[config.mk]
export PLATFORM = sky130hd
export DESIGN_NAME = cosine_similarity_engine
export DESIGN_NICKNAME = d
export VERILOG_FILES = /design/src/rtl/cse_pkg.sv /design/src/rtl/cse_front.sv /design/src/rtl/cse_queue.sv /design/src/rtl/cse_isqrt.sv /design/src/rtl/cse_back.sv /design/src/rtl/cosine_similarity_engine.sv
export SDC_FILE = /design/constraint.sdc
export NUM_CORES = 2
export LEC_CHECK = 0
export ABC_CLOCK_PERIOD_IN_PS = 6900
export BUFFER_PORTS_ARGS = -buffer_cell sky130_fd_sc_hd__buf_2
export CORE_UTILIZATION = 30
export CTS_CLUSTER_SIZE = 20
export DETAILED_ROUTE_END_ITERATION = 7
export PLACE_DENSITY = 0.51
export REMOVE_ABC_BUFFERS = 1
export SKIP_CTS_REPAIR_TIMING = 1
export SLEW_MARGIN = 10
export SYNTH_ARGS = -nofsm -noshare
export SYNTH_HDL_FRONTEND = slang
export SYNTH_SLANG_ARGS = --single-unit
[constraint.sdc]
create_clock -name clk_i -period 6.9 [get_ports clk_i]
set_clock_uncertainty 0.15 [all_clocks]
set_input_delay 0.69 -clock clk_i [delete_from_list [all_inputs] [get_ports clk_i]]
set_output_delay 0.69 -clock clk_i [all_outputs]
set_load 0.01 [all_outputs]
[src/rtl/cse_pkg.sv]
// Shared types and constants of the cosine similarity engine.
package cse_pkg;

  localparam int ELEM_W     = 16;
  localparam int PROD_W     = 2 * ELEM_W;
  localparam int DOT_W      = 41;
  localparam int NORM_W     = 40;
  localparam int ROOT_W     = NORM_W / 2;
  localparam int DENOM_W    = 2 * ROOT_W;
  localparam int SIM_W      = 16;
  localparam int OUT_FRAC   = 15;
  localparam int ROOT_CNT_W = $clog2(ROOT_W);
  localparam int DIV_CNT_W  = $clog2(OUT_FRAC);

  localparam logic [DENOM_W-1:0]      MIN_DENOM_RST = DENOM_W'(1074);
  localparam logic signed [SIM_W-1:0] SIM_MAX = {1'b0, {(SIM_W-1){1'b1}}};
  localparam logic signed [SIM_W-1:0] SIM_MIN = {1'b1, {(SIM_W-1){1'b0}}};

  // Finished sums of one vector pair, handed from front to back.
  typedef struct packed {
    logic signed [DOT_W-1:0] dot;
    logic [NORM_W-1:0]       norm_a;
    logic [NORM_W-1:0]       norm_b;
  } vec_sums_t;

  typedef enum logic [2:0] {
    BK_IDLE,
    BK_ROOT,
    BK_MUL,
    BK_CHECK,
    BK_DIV,
    BK_DONE
  } back_state_e;

endpackage

[src/rtl/cse_front.sv]
// Front end: input transfer, element products and saturating accumulation.
module cse_front (
  input  logic                              clk_i,
  input  logic                              rst_ni,
  input  logic                              in_valid_i,
  output logic                              in_stall_o,
  input  logic signed [cse_pkg::ELEM_W-1:0] a_element_i,
  input  logic signed [cse_pkg::ELEM_W-1:0] b_element_i,
  input  logic                              last_pair_i,
  output logic                              push_o,
  output cse_pkg::vec_sums_t                push_data_o,
  input  logic                              full_i
);
  import cse_pkg::*;

  logic                       p_valid_q, p_valid_d;
  logic                       p_last_q;
  logic signed [PROD_W-1:0]   p_ab_q, p_ab_d;
  logic [PROD_W-1:0]          p_aa_q, p_aa_d, p_bb_q, p_bb_d;
  logic signed [DOT_W-1:0]    dot_q, dot_d;
  logic [NORM_W-1:0]          na_q, na_d, nb_q, nb_d;
  logic                       accept, advance;
  logic signed [DOT_W:0]      dot_sum;
  logic [NORM_W:0]            na_sum, nb_sum;
  logic signed [DOT_W-1:0]    dot_sat;
  logic [NORM_W-1:0]          na_sat, nb_sat;

  // A last pair waits in the product stage until the queue has room.
  assign in_stall_o = p_valid_q && p_last_q && full_i;
  assign advance    = !in_stall_o;
  assign accept     = in_valid_i && advance;

  always_comb begin
    p_ab_d    = a_element_i * b_element_i;
    p_aa_d    = PROD_W'(a_element_i * a_element_i);
    p_bb_d    = PROD_W'(b_element_i * b_element_i);
    p_valid_d = advance ? accept : p_valid_q;
  end

  always_comb begin
    dot_sum = {dot_q[DOT_W-1], dot_q} + (DOT_W+1)'(p_ab_q);
    na_sum  = {1'b0, na_q} + (NORM_W+1)'(p_aa_q);
    nb_sum  = {1'b0, nb_q} + (NORM_W+1)'(p_bb_q);
    if (dot_sum[DOT_W] != dot_sum[DOT_W-1]) begin
      dot_sat = dot_sum[DOT_W] ? {1'b1, {(DOT_W-1){1'b0}}} : {1'b0, {(DOT_W-1){1'b1}}};
    end else begin
      dot_sat = dot_sum[DOT_W-1:0];
    end
    na_sat = na_sum[NORM_W] ? '1 : na_sum[NORM_W-1:0];
    nb_sat = nb_sum[NORM_W] ? '1 : nb_sum[NORM_W-1:0];

    push_o             = p_valid_q && p_last_q && !full_i;
    push_data_o.dot    = dot_sat;
    push_data_o.norm_a = na_sat;
    push_data_o.norm_b = nb_sat;

    dot_d = dot_q;
    na_d  = na_q;
    nb_d  = nb_q;
    if (p_valid_q && advance) begin
      if (p_last_q) begin
        dot_d = '0;
        na_d  = '0;
        nb_d  = '0;
      end else begin
        dot_d = dot_sat;
        na_d  = na_sat;
        nb_d  = nb_sat;
      end
    end
  end

  always_ff @(posedge clk_i or negedge rst_ni) begin
    if (!rst_ni) begin
      p_valid_q <= 1'b0;
      p_last_q  <= 1'b0;
      dot_q     <= '0;
      na_q      <= '0;
      nb_q      <= '0;
    end else begin
      p_valid_q <= p_valid_d;
      if (accept) begin
        p_last_q <= last_pair_i;
      end
      dot_q <= dot_d;
      na_q  <= na_d;
      nb_q  <= nb_d;
    end
  end

  always_ff @(posedge clk_i) begin
    if (accept) begin
      p_ab_q <= p_ab_d;
      p_aa_q <= p_aa_d;
      p_bb_q <= p_bb_d;
    end
  end

endmodule

[src/rtl/cse_queue.sv]
// Short queue of finished vector sums between front and back.
module cse_queue #(
  parameter int DEPTH = 2
) (
  input  logic               clk_i,
  input  logic               rst_ni,
  input  logic               push_i,
  input  cse_pkg::vec_sums_t push_data_i,
  output logic               full_o,
  input  logic               pop_i,
  output logic               head_valid_o,
  output cse_pkg::vec_sums_t head_o
);
  import cse_pkg::*;

  localparam int PTR_W = (DEPTH > 1) ? $clog2(DEPTH) : 1;
  localparam int CNT_W = $clog2(DEPTH + 1);

  vec_sums_t        slots_q [DEPTH];
  logic [PTR_W-1:0] wr_ptr_q, wr_ptr_d, rd_ptr_q, rd_ptr_d;
  logic [CNT_W-1:0] count_q, count_d;
  logic             do_push, do_pop;

  assign full_o       = (count_q == CNT_W'(DEPTH));
  assign head_valid_o = (count_q != '0);
  assign head_o       = slots_q[rd_ptr_q];
  assign do_push      = push_i && !full_o;
  assign do_pop       = pop_i && head_valid_o;

  always_comb begin
    wr_ptr_d = wr_ptr_q;
    rd_ptr_d = rd_ptr_q;
    count_d  = count_q;
    if (do_push) begin
      wr_ptr_d = (wr_ptr_q == PTR_W'(DEPTH - 1)) ? '0 : wr_ptr_q + 1'b1;
    end
    if (do_pop) begin
      rd_ptr_d = (rd_ptr_q == PTR_W'(DEPTH - 1)) ? '0 : rd_ptr_q + 1'b1;
    end
    if (do_push && !do_pop) begin
      count_d = count_q + 1'b1;
    end else if (do_pop && !do_push) begin
      count_d = count_q - 1'b1;
    end
  end

  always_ff @(posedge clk_i or negedge rst_ni) begin
    if (!rst_ni) begin
      wr_ptr_q <= '0;
      rd_ptr_q <= '0;
      count_q  <= '0;
    end else begin
      wr_ptr_q <= wr_ptr_d;
      rd_ptr_q <= rd_ptr_d;
      count_q  <= count_d;
    end
  end

  always_ff @(posedge clk_i) begin
    if (do_push) begin
      slots_q[wr_ptr_q] <= push_data_i;
    end
  end

endmodule

[src/rtl/cse_isqrt.sv]
// Iterative integer square root, two radicand bits per cycle.
module cse_isqrt (
  input  logic                        clk_i,
  input  logic                        rst_ni,
  input  logic                        start_i,
  input  logic [cse_pkg::NORM_W-1:0]  radicand_i,
  output logic                        done_o,
  output logic [cse_pkg::ROOT_W-1:0]  root_o
);
  import cse_pkg::*;

  localparam int REM_W = ROOT_W + 1;

  logic [NORM_W-1:0]     rad_q;
  logic [REM_W-1:0]      rem_q, rem_d;
  logic [ROOT_W-1:0]     root_q, root_d;
  logic [ROOT_CNT_W-1:0] cnt_q;
  logic                  busy_q, done_q;
  logic [REM_W+1:0]      rem_sh, trial;
  logic                  fits;

  always_comb begin
    rem_sh = {rem_q, rad_q[NORM_W-1 -: 2]};
    trial  = {1'b0, root_q, 2'b01};
    fits   = (rem_sh >= trial);
    if (fits) begin
      rem_d  = REM_W'(rem_sh - trial);
      root_d = {root_q[ROOT_W-2:0], 1'b1};
    end else begin
      rem_d  = rem_sh[REM_W-1:0];
      root_d = {root_q[ROOT_W-2:0], 1'b0};
    end
  end

  always_ff @(posedge clk_i or negedge rst_ni) begin
    if (!rst_ni) begin
      busy_q <= 1'b0;
      done_q <= 1'b0;
      cnt_q  <= '0;
    end else begin
      done_q <= 1'b0;
      if (start_i) begin
        busy_q <= 1'b1;
        cnt_q  <= ROOT_CNT_W'(ROOT_W - 1);
      end else if (busy_q) begin
        cnt_q <= cnt_q - 1'b1;
        if (cnt_q == '0) begin
          busy_q <= 1'b0;
          done_q <= 1'b1;
        end
      end
    end
  end

  always_ff @(posedge clk_i) begin
    if (start_i) begin
      rad_q  <= radicand_i;
      rem_q  <= '0;
      root_q <= '0;
    end else if (busy_q) begin
      rad_q  <= {rad_q[NORM_W-3:0], 2'b00};
      rem_q  <= rem_d;
      root_q <= root_d;
    end
  end

  assign done_o = done_q;
  assign root_o = root_q;

endmodule

[src/rtl/cse_back.sv]
// Back end: roots, denominator, threshold check, division and result register.
module cse_back (
  input  logic                              clk_i,
  input  logic                              rst_ni,
  input  logic                              head_valid_i,
  input  cse_pkg::vec_sums_t                head_i,
  output logic                              pop_o,
  input  logic [cse_pkg::DENOM_W-1:0]       min_denom_i,
  output logic                              out_valid_o,
  input  logic                              out_stall_i,
  output logic signed [cse_pkg::SIM_W-1:0]  similarity_o,
  output logic                              degenerate_o
);
  import cse_pkg::*;

  back_state_e           state_q, state_d;
  logic                  sqrt_start, out_load, out_free;
  logic                  done_a, done_b;
  logic [ROOT_W-1:0]     root_a, root_b;
  logic                  neg_q;
  logic [DOT_W-1:0]      mag_q;
  logic [DENOM_W-1:0]    denom_q;
  logic [DENOM_W-1:0]    rem_q, rem_next;
  logic [DENOM_W:0]      rem_sh;
  logic [OUT_FRAC-1:0]   quo_q, quo_next;
  logic [DIV_CNT_W-1:0]  div_cnt_q;
  logic                  is_degen, is_sat, ge;
  logic signed [SIM_W-1:0] res_sim_q, quo_signed;
  logic                  res_deg_q;
  logic                  out_valid_q;
  logic signed [SIM_W-1:0] sim_q;
  logic                  deg_q;

  cse_isqrt u_root_a (
    .clk_i      (clk_i),
    .rst_ni     (rst_ni),
    .start_i    (sqrt_start),
    .radicand_i (head_i.norm_a),
    .done_o     (done_a),
    .root_o     (root_a)
  );

  cse_isqrt u_root_b (
    .clk_i      (clk_i),
    .rst_ni     (rst_ni),
    .start_i    (sqrt_start),
    .radicand_i (head_i.norm_b),
    .done_o     (done_b),
    .root_o     (root_b)
  );

  assign is_degen = (denom_q == '0) || (denom_q < min_denom_i);
  assign is_sat   = (mag_q >= {1'b0, denom_q});

  // Restoring division: remainder always stays below the denominator.
  always_comb begin
    rem_sh   = {rem_q, 1'b0};
    ge       = (rem_sh >= {1'b0, denom_q});
    rem_next = ge ? DENOM_W'(rem_sh - {1'b0, denom_q}) : rem_sh[DENOM_W-1:0];
    quo_next = {quo_q[OUT_FRAC-2:0], ge};
    quo_signed = neg_q ? -$signed({1'b0, quo_next}) : $signed({1'b0, quo_next});
  end

  assign out_free = !out_valid_q || !out_stall_i;

  always_comb begin
    state_d    = state_q;
    pop_o      = 1'b0;
    sqrt_start = 1'b0;
    out_load   = 1'b0;
    unique case (state_q)
      BK_IDLE: begin
        if (head_valid_i) begin
          pop_o      = 1'b1;
          sqrt_start = 1'b1;
          state_d    = BK_ROOT;
        end
      end
      BK_ROOT: begin
        if (done_a && done_b) begin
          state_d = BK_MUL;
        end
      end
      BK_MUL: begin
        state_d = BK_CHECK;
      end
      BK_CHECK: begin
        state_d = (is_degen || is_sat) ? BK_DONE : BK_DIV;
      end
      BK_DIV: begin
        if (div_cnt_q == '0) begin
          state_d = BK_DONE;
        end
      end
      BK_DONE: begin
        if (out_free) begin
          out_load = 1'b1;
          state_d  = BK_IDLE;
        end
      end
      default: state_d = BK_IDLE;
    endcase
  end

  always_ff @(posedge clk_i or negedge rst_ni) begin
    if (!rst_ni) begin
      state_q     <= BK_IDLE;
      out_valid_q <= 1'b0;
    end else begin
      state_q <= state_d;
      if (out_load) begin
        out_valid_q <= 1'b1;
      end else if (!out_stall_i) begin
        out_valid_q <= 1'b0;
      end
    end
  end

  always_ff @(posedge clk_i) begin
    case (state_q)
      BK_IDLE: begin
        if (head_valid_i) begin
          neg_q <= head_i.dot[DOT_W-1];
          mag_q <= head_i.dot[DOT_W-1] ? DOT_W'(-head_i.dot) : DOT_W'(head_i.dot);
        end
      end
      BK_MUL: begin
        denom_q <= root_a * root_b;
      end
      BK_CHECK: begin
        if (is_degen) begin
          res_sim_q <= '0;
          res_deg_q <= 1'b1;
        end else if (is_sat) begin
          res_sim_q <= neg_q ? SIM_MIN : SIM_MAX;
          res_deg_q <= 1'b0;
        end else begin
          rem_q     <= mag_q[DENOM_W-1:0];
          quo_q     <= '0;
          div_cnt_q <= DIV_CNT_W'(OUT_FRAC - 1);
        end
      end
      BK_DIV: begin
        rem_q     <= rem_next;
        quo_q     <= quo_next;
        div_cnt_q <= div_cnt_q - 1'b1;
        if (div_cnt_q == '0) begin
          res_sim_q <= quo_signed;
          res_deg_q <= 1'b0;
        end
      end
      default: ;
    endcase
    if (out_load) begin
      sim_q <= res_sim_q;
      deg_q <= res_deg_q;
    end
  end

  assign out_valid_o  = out_valid_q;
  assign similarity_o = sim_q;
  assign degenerate_o = deg_q;

endmodule

[src/rtl/cosine_similarity_engine.sv]
// Top level of the streaming cosine similarity engine.
//
// Input channel: one element pair (a_element_i, b_element_i, signed Q1.15)
// per transfer, with last_pair_i marking the final pair of a vector. A
// transfer happens on a rising edge with in_valid_i high and in_stall_o low.
// The front end takes one pair per cycle while in_stall_o is low: a
// product stage, then saturating dot and norm accumulators. A last pair
// hands the three sums to a small queue (QUEUE_DEPTH vectors) and clears
// the accumulators. The back end takes one vector at a time: two iterative
// square roots run side by side, then a root multiply, a threshold check,
// restoring division (skipped for a degenerate or saturated result) and the
// load of the output register. in_stall_o rises only while a last pair
// waits for queue room.
// Output channel: similarity_o and degenerate_o transfer when out_valid_o
// is high and out_stall_i low; a stalled result holds, and the back end
// finishes the next vector behind it. Reset clears accumulators, queue and
// output valid, and sets min_denom to 1074. cfg_we_i writes cfg_wdata_i.
module cosine_similarity_engine #(
  parameter int QUEUE_DEPTH = 2
) (
  input  logic                              clk_i,
  input  logic                              rst_ni,
  input  logic                              cfg_we_i,
  input  logic [cse_pkg::DENOM_W-1:0]       cfg_wdata_i,
  input  logic                              in_valid_i,
  output logic                              in_stall_o,
  input  logic signed [cse_pkg::ELEM_W-1:0] a_element_i,
  input  logic signed [cse_pkg::ELEM_W-1:0] b_element_i,
  input  logic                              last_pair_i,
  output logic                              out_valid_o,
  input  logic                              out_stall_i,
  output logic signed [cse_pkg::SIM_W-1:0]  similarity_o,
  output logic                              degenerate_o
);
  import cse_pkg::*;

  logic [DENOM_W-1:0] min_denom_q;
  logic               push, full, pop, head_valid;
  vec_sums_t          push_data, head;

  // Threshold register; the user must write it only while the engine is idle; the block does not enforce this.
  always_ff @(posedge clk_i or negedge rst_ni) begin
    if (!rst_ni) begin
      min_denom_q <= MIN_DENOM_RST;
    end else if (cfg_we_i) begin
      min_denom_q <= cfg_wdata_i;
    end
  end

  cse_front u_front (
    .clk_i       (clk_i),
    .rst_ni      (rst_ni),
    .in_valid_i  (in_valid_i),
    .in_stall_o  (in_stall_o),
    .a_element_i (a_element_i),
    .b_element_i (b_element_i),
    .last_pair_i (last_pair_i),
    .push_o      (push),
    .push_data_o (push_data),
    .full_i      (full)
  );

  cse_queue #(
    .DEPTH (QUEUE_DEPTH)
  ) u_queue (
    .clk_i        (clk_i),
    .rst_ni       (rst_ni),
    .push_i       (push),
    .push_data_i  (push_data),
    .full_o       (full),
    .pop_i        (pop),
    .head_valid_o (head_valid),
    .head_o       (head)
  );

  cse_back u_back (
    .clk_i        (clk_i),
    .rst_ni       (rst_ni),
    .head_valid_i (head_valid),
    .head_i       (head),
    .pop_o        (pop),
    .min_denom_i  (min_denom_q),
    .out_valid_o  (out_valid_o),
    .out_stall_i  (out_stall_i),
    .similarity_o (similarity_o),
    .degenerate_o (degenerate_o)
  );

endmodule

# ---- After elaboration in Yosys (flattened, before gate mapping)
# Memories as Yosys holds them, arrays and structs flattened.
# Index checks and enable logic that the tools add are counted.
dict set report op_classes {
  mul 4
  reduce_logical 33
  addsub 15
  eq_ne 15
  order_cmp 5
  n_mux 70
}
# cell count
set ops {}
lappend ops {{$mux 40} 12}
lappend ops {{$mux 41} 3}
lappend ops {{$mul 16x16->32} 3}
lappend ops {{$add 40x32->41} 2}
lappend ops {{$ge 41x40->1} 2}
lappend ops {{$mux 16} 5}
lappend ops {{$pmux 40 s2} 1}
lappend ops {{$ge 23x22->1} 2}
lappend ops {{$add 41x32->42} 1}
lappend ops {{$mux 21} 2}
lappend ops {{$sub 21x21->21} 2}
lappend ops {{$neg 41->41} 1}
lappend ops {{$logic_not 40->1} 1}
lappend ops {{$lt 40x40->1} 1}
lappend ops {{$mul 20x20->40} 1}
lappend ops {{$sub 40x40->40} 1}
lappend ops {{$pmux 16 s2} 1}
lappend ops {{$mux 1} 28}
lappend ops {{$mux 14} 2}
lappend ops {{$pmux 14 s2} 1}
lappend ops {{$mux 5} 4}
lappend ops {{$pmux 3 s6} 1}
lappend ops {{$neg 15->16} 1}
lappend ops {{$mux 3} 4}
lappend ops {{other kinds (27)} 60}
dict set report totals {
  elab_cells 180
  out_inout_bits 19
  input_bits 78
  reg_bits 617
  memories 1
  mem_bits_rw 242
}
# name words word_bits read_ports rd_clocked_by_memory_dff wr line_no
set mem_list {}
lappend mem_list {u_queue.slots_q 2 121 1 0 1 cse_queue.sv:19} ;# vec_sums_t slots_q [DEPTH];

# ---- Depth between registers and ports, before layout
dict set report logic_depth {
  ltp_word 8
  ltp_mapped 28
  mapped_depth_nobuf 26
}

# ---- By module
# A second synthesis with hierarchy kept.
dict set report unflattened {
  cells_unflattened 8612
  hier_area_um2 87402.6
}
# module cells_per_inst area_each_um2 n_inst seq_area_each_um2
set by_module_without_submodules {}
lappend by_module_without_submodules {cse_front 4523 41850.1 1 5900.7}
lappend by_module_without_submodules {cse_back 2693 25150.4 1 5325.1}
lappend by_module_without_submodules {cse_isqrt 458 4818.4 2 2197.1}
lappend by_module_without_submodules {cse_queue 396 9263.9 1 7367.1}
lappend by_module_without_submodules {cosine_similarity_engine 84 1501.4 1 1006.0}

# ---- Worst setup path before layout
# OpenSTA, ideal clock, no wires.
dict set report synth_timing {
  path_type {input to register}
  startpoint {input port a_element_i[13] (netlist name)}
  endpoint {register u_front.p_aa_q[31] (data pin)}
  slack_ps -237
  path_buffers 2
  path_stages 25
  arrival_time_ps 6729
  setup_ps 258
  required_time_ps 6492
  path_cell_list {clkbuf_1 > clkbuf_1 > nand2_1 > fa_1 > inv_1 > fa_1 > inv_1 > fa_1 > inv_1 > fa_1 > inv_1 > fa_1 > fa_1 > inv_1 > ha_1 > a21o_1 > a21o_1 > a21o_1 > a21oi_1 > nor2b_1 > a311o_1 > a31oi_1 > nor3_1 > o41a_1 > xnor2_1}
}
dict set report synth_between {
  elab_chain_len 1
}
# item line_no
set synth_rtl {}
lappend synth_rtl {{from (decl)} cosine_similarity_engine.sv:27} ;# input logic signed [cse_pkg::ELEM_W-1:0] a_element_i,
lappend synth_rtl {{$mul 16x16->32} cse_front.sv:35} ;# p_aa_d = PROD_W'(a_element_i * a_element_i);
lappend synth_rtl {{net u_front.p_aa_d[31]} cse_front.sv:19} ;# logic [PROD_W-1:0] p_aa_q, p_aa_d, p_bb_q, p_bb_d;
lappend synth_rtl {{to (signal assigned)} cse_front.sv:94} ;# p_aa_q <= p_aa_d;
lappend synth_rtl {{to (decl)} cse_front.sv:19}
# The timed path passes the listed nets, and every way through them passes these cells.
# A chain may end at the register's enable or synchronous reset.

# ---- Final worst setup path
dict set report layout_timing {
  startpoint {register u_back.u_root_b.root_q[2] (netlist: u_back.u_root_b.root_o[2])}
  endpoint {register u_back.denom_q[38] (data pin)}
}
dict set report layout_between {
  elab_chain_len 1
}
# item line_no
set layout_rtl {}
lappend layout_rtl {{from (decl)} cse_isqrt.sv:16} ;# logic [ROOT_W-1:0] root_q, root_d;
lappend layout_rtl {{from (signal assigned)} cse_isqrt.sv:63} ;# root_q <= root_d;
lappend layout_rtl {{$mul 20x20->40} cse_back.sv:128} ;# denom_q <= root_a * root_b;
lappend layout_rtl {{to (signal assigned)} cse_back.sv:128}
lappend layout_rtl {{to (decl)} cse_back.sv:22} ;# logic [DENOM_W-1:0] denom_q;
# No other way between the ends.

==> flow_metrics.tcl <==
set metrics [dict create \
    clk_pin_slew_ns 0.06 \
    period_share_pct 100 \
    syn2layout_area_growth_pct 15.6 \
    failed_checks "negative setup slack" \
    finalCriticalPeriod_ns 6.93 \
    cts_tree "done" \
    drt-total-wl_mm 229 \
    synth_area_leaders "fa_1 25%, edfxtp_1 21%, ha_1 9.9%" \
    synth_edf_count 590 \
    numCtsBuffers 99 \
    dp.cells 12828 \
    max-slew-margin-rel_pct 23.7 \
    fin_cells 13048 \
    final_cell_area_um2 98600 \
    seq_area_um2 24000 \
    synth_cell_type_count 105 \
    cp_data_required_time_ns 7.26 \
    drc_errors 0 \
    fmax_ghz 0.144 \
    grt_overflow 0 \
    layout_setup_ws_ns -0.0270 \
    setup_viol 1 \
    cp_max_fo 7 \
    async_reset_ff_share_pct 21.6 \
    synth-seq-cells 857 \
    synth_flop_cell "edfxtp_1" \
    detail_route.wl_per_cell_um 17.5 \
    final_max_slew_viol_count 0 \
    syn-instance-count 8683 \
    tightest_slew_ns 1.14 \
    antenna_found_initial 2 \
    cts.root.buffer_cell "clkbuf_16" \
    yosysSeqAreaShare_pct 28.1 \
    cts_buffer_depth 3 \
    initial_utilization_pct 30.2 \
    yosysWarnings 0 \
    viasPerCell 4.76 \
    yosysTopAreaCell "fa_1" \
    place_congestion 0.895 \
    port_buffers 96 \
    yosysTopAreaCellShare_pct 25.0 \
    grtUsageMet1_pct 22.6 \
    die_area_um2 287000 \
    first_pass_iters 6 \
    finalHoldViolations 0 \
    insertion_delay_ns 0.75 \
    fin_nets 11029 \
    hold_path_class "primary input to flip-flop" \
    placed_cell_area_um2 94400 \
    first_global_vias 64619 \
    hpwl_mm 183 \
    fillers 28647 \
    busiest_layer "met2" \
    arrival_ns 7.29 \
    rows 195 \
    vias 62133 \
    layout-drive-gt1-share_pct 12.1 \
    netlist_area_um2 85300 \
    cap_violations 0 \
    use_met2_pct 25.7 \
    track_usage_pct 15.9 \
    outcome "finished, violations left" \
    fp.dieH_um 535 \
    cpPeakStageDelay_ns 0.51 \
    grt_pass1_wl_mm 362 \
    multiInputGateArea_um2 54700 \
    rsz0062_at_grt "true" \
    avgSynthCellArea_um2 9.83 \
    grt_max_degree 154 \
    grtUsageMet3_pct 1.77 \
    end_kind "flip-flop" \
    postRouteAntennaNets 0 \
    cp-start-kind "flip-flop" \
    clock_sinks 857 \
    crit_type "flip-flop to flip-flop" \
    ios 97 \
    worst_path_max_delay_cell "fa_1" \
    cts.htree.levels 3 \
    path_common_cell "fa_1" \
    core_um2 283000 \
    die_w_um 535 \
    drt_iter0_markers 3918 \
    hold_ws_ns 0.00590 \
]
-- registers in the layout (all words and copies together) (netlist names), 4 cells and up --
register and cells:
u_back.rem_q 40, u_back.u_root_a.cnt_q 5, u_back.denom_q 40, u_back.u_root_a.rem_q 21
u_back.u_root_b.rem_q 21, u_queue.slots_q 242, u_back.res_sim_q 16, u_front.dot_q 41
u_back.u_root_b.cnt_q 5, u_back.mag_q 41, u_front.p_aa_q 31, u_back.u_root_b.root_o 20
u_front.na_q 40, u_front.p_ab_q 32, u_back.div_cnt_q 4, u_back.u_root_b.rad_q 40
u_back.u_root_a.rad_q 40, u_back.similarity_o 16, u_front.p_bb_q 31, min_denom_q 40
u_back.quo_q 14, u_front.nb_q 40, u_back.u_root_a.root_o 20
-- through the flow --
stage | setup TNS, ns | setup WS (ns) | utilization [%]
after CTS | -2.10 | -0.396 | 34.7
after global placement | -4.24 | -0.435 | 33.4
final | -0.0270 | -0.0270 | 34.9
after detailed placement | -4.73 | -0.383 | 33.4
after global routing | -0.719 | -0.261 | 34.9
after floorplan | -16.81 | -0.442 | -
-- synthesized netlist by cell type, types with 78 or more instances --
cell / number
a21o_1: 147
a21oi_1: 407
and2_1: 198
clkbuf_1: 289
dfrtp_1: 181
dfxtp_1: 82
edfxtp_1: 590
fa_1: 1065
ha_1: 672
inv_1: 1479
mux2i_1: 198
nand2_1: 838
nand3_1: 78
nor2_1: 710
nor3_1: 108
o21ai_0: 316
xnor2_1: 238
xor2_1: 116
-- layout by cell type, fill, tap and decap left out, drive strengths merged, types with 181 or more instances in the layout --
master | Yosys | routed
buf | 52 | 771
ha | 672 | 672
a21oi | 408 | 408
o21ai | 332 | 332
xnor2 | 238 | 238
edfxtp | 590 | 590
mux2i | 199 | 199
inv | 1483 | 1495
fa | 1065 | 1065
dfrtp | 181 | 181
nand2 | 838 | 838
and2 | 199 | 199
nor2 | 710 | 710
-- cell type report --
| class | instances | area share (%) |
|---|---|---|
| inverters | 1494 | 5.71 |
| well taps | 3743 | 4.75 |
| repair buffers | 774 | 6.04 |
| diodes | 5 | 0.0127 |
| multi-input cells | 5988 | 55.5 |
| clock buffers | 128 | 2.84 |
| clock inverters | 59 | 0.788 |
| flip-flops and latches | 857 | 24.3 |
-- worst max-delay path, delay by kind of cell (launching register included) --
kind                     cells  cell delay, ns
buffers and inverters        6            0.46
XOR/XNOR                     1            0.13
adder cells (fa/ha/maj)      8            3.70
AO/OA/AOI/OAI                4            0.94
flip-flops                   1            0.36
AND/OR/NAND/NOR              6            0.98
-- routing by layer --
metal  part of all wire, %  wire length [µm]  vias to the layer above
li1                      -                 -                    29483
met1                    48            110000                    31117
met2                    45            104000                     1277
met3                   4.5             10200                      254
met4                   2.1              4870                        2
met5                0.0053                12                        -
-- final timing paths --
check / start / to / slack (ns) / cells after the start
hold reg to reg: u_back.res_sim_q[2] / u_back.similarity_o[2] / 0.27 / 0
setup / recovery: u_back.u_root_b.root_o[2] / u_back.denom_q[38] / -0.03 / 25
min in group asynchronous: rst_ni / u_front.p_valid_q / 0.35 / 2
setup reg to reg: u_back.u_root_b.root_o[2] / u_back.denom_q[38] / -0.03 / 25
hold / removal: cfg_wdata_i[13] / min_denom_q[13] / 0.006 / 3
max in group asynchronous: rst_ni / u_back.u_root_b.busy_q / 4.97 / 3
-- kinds of logic after synthesis --
| group | after synthesis | share of synthesized area (%) |
|---|---|---|
| adder cells (fa/ha/maj) | 1760 | 35.1 |
| buffers and inverters | 1838 | 8.21 |
| flip-flops | 857 | 28.1 |
| AO/OA/AOI/OAI | 1381 | 10.3 |
| AND/OR/NAND/NOR | 2281 | 12.1 |
| XOR/XNOR | 354 | 3.63 |
| multiplexers | 212 | 2.51 |
Power is not shown: default switching activity piles up to over one toggle a cycle in this logic, so the estimate is an artifact.
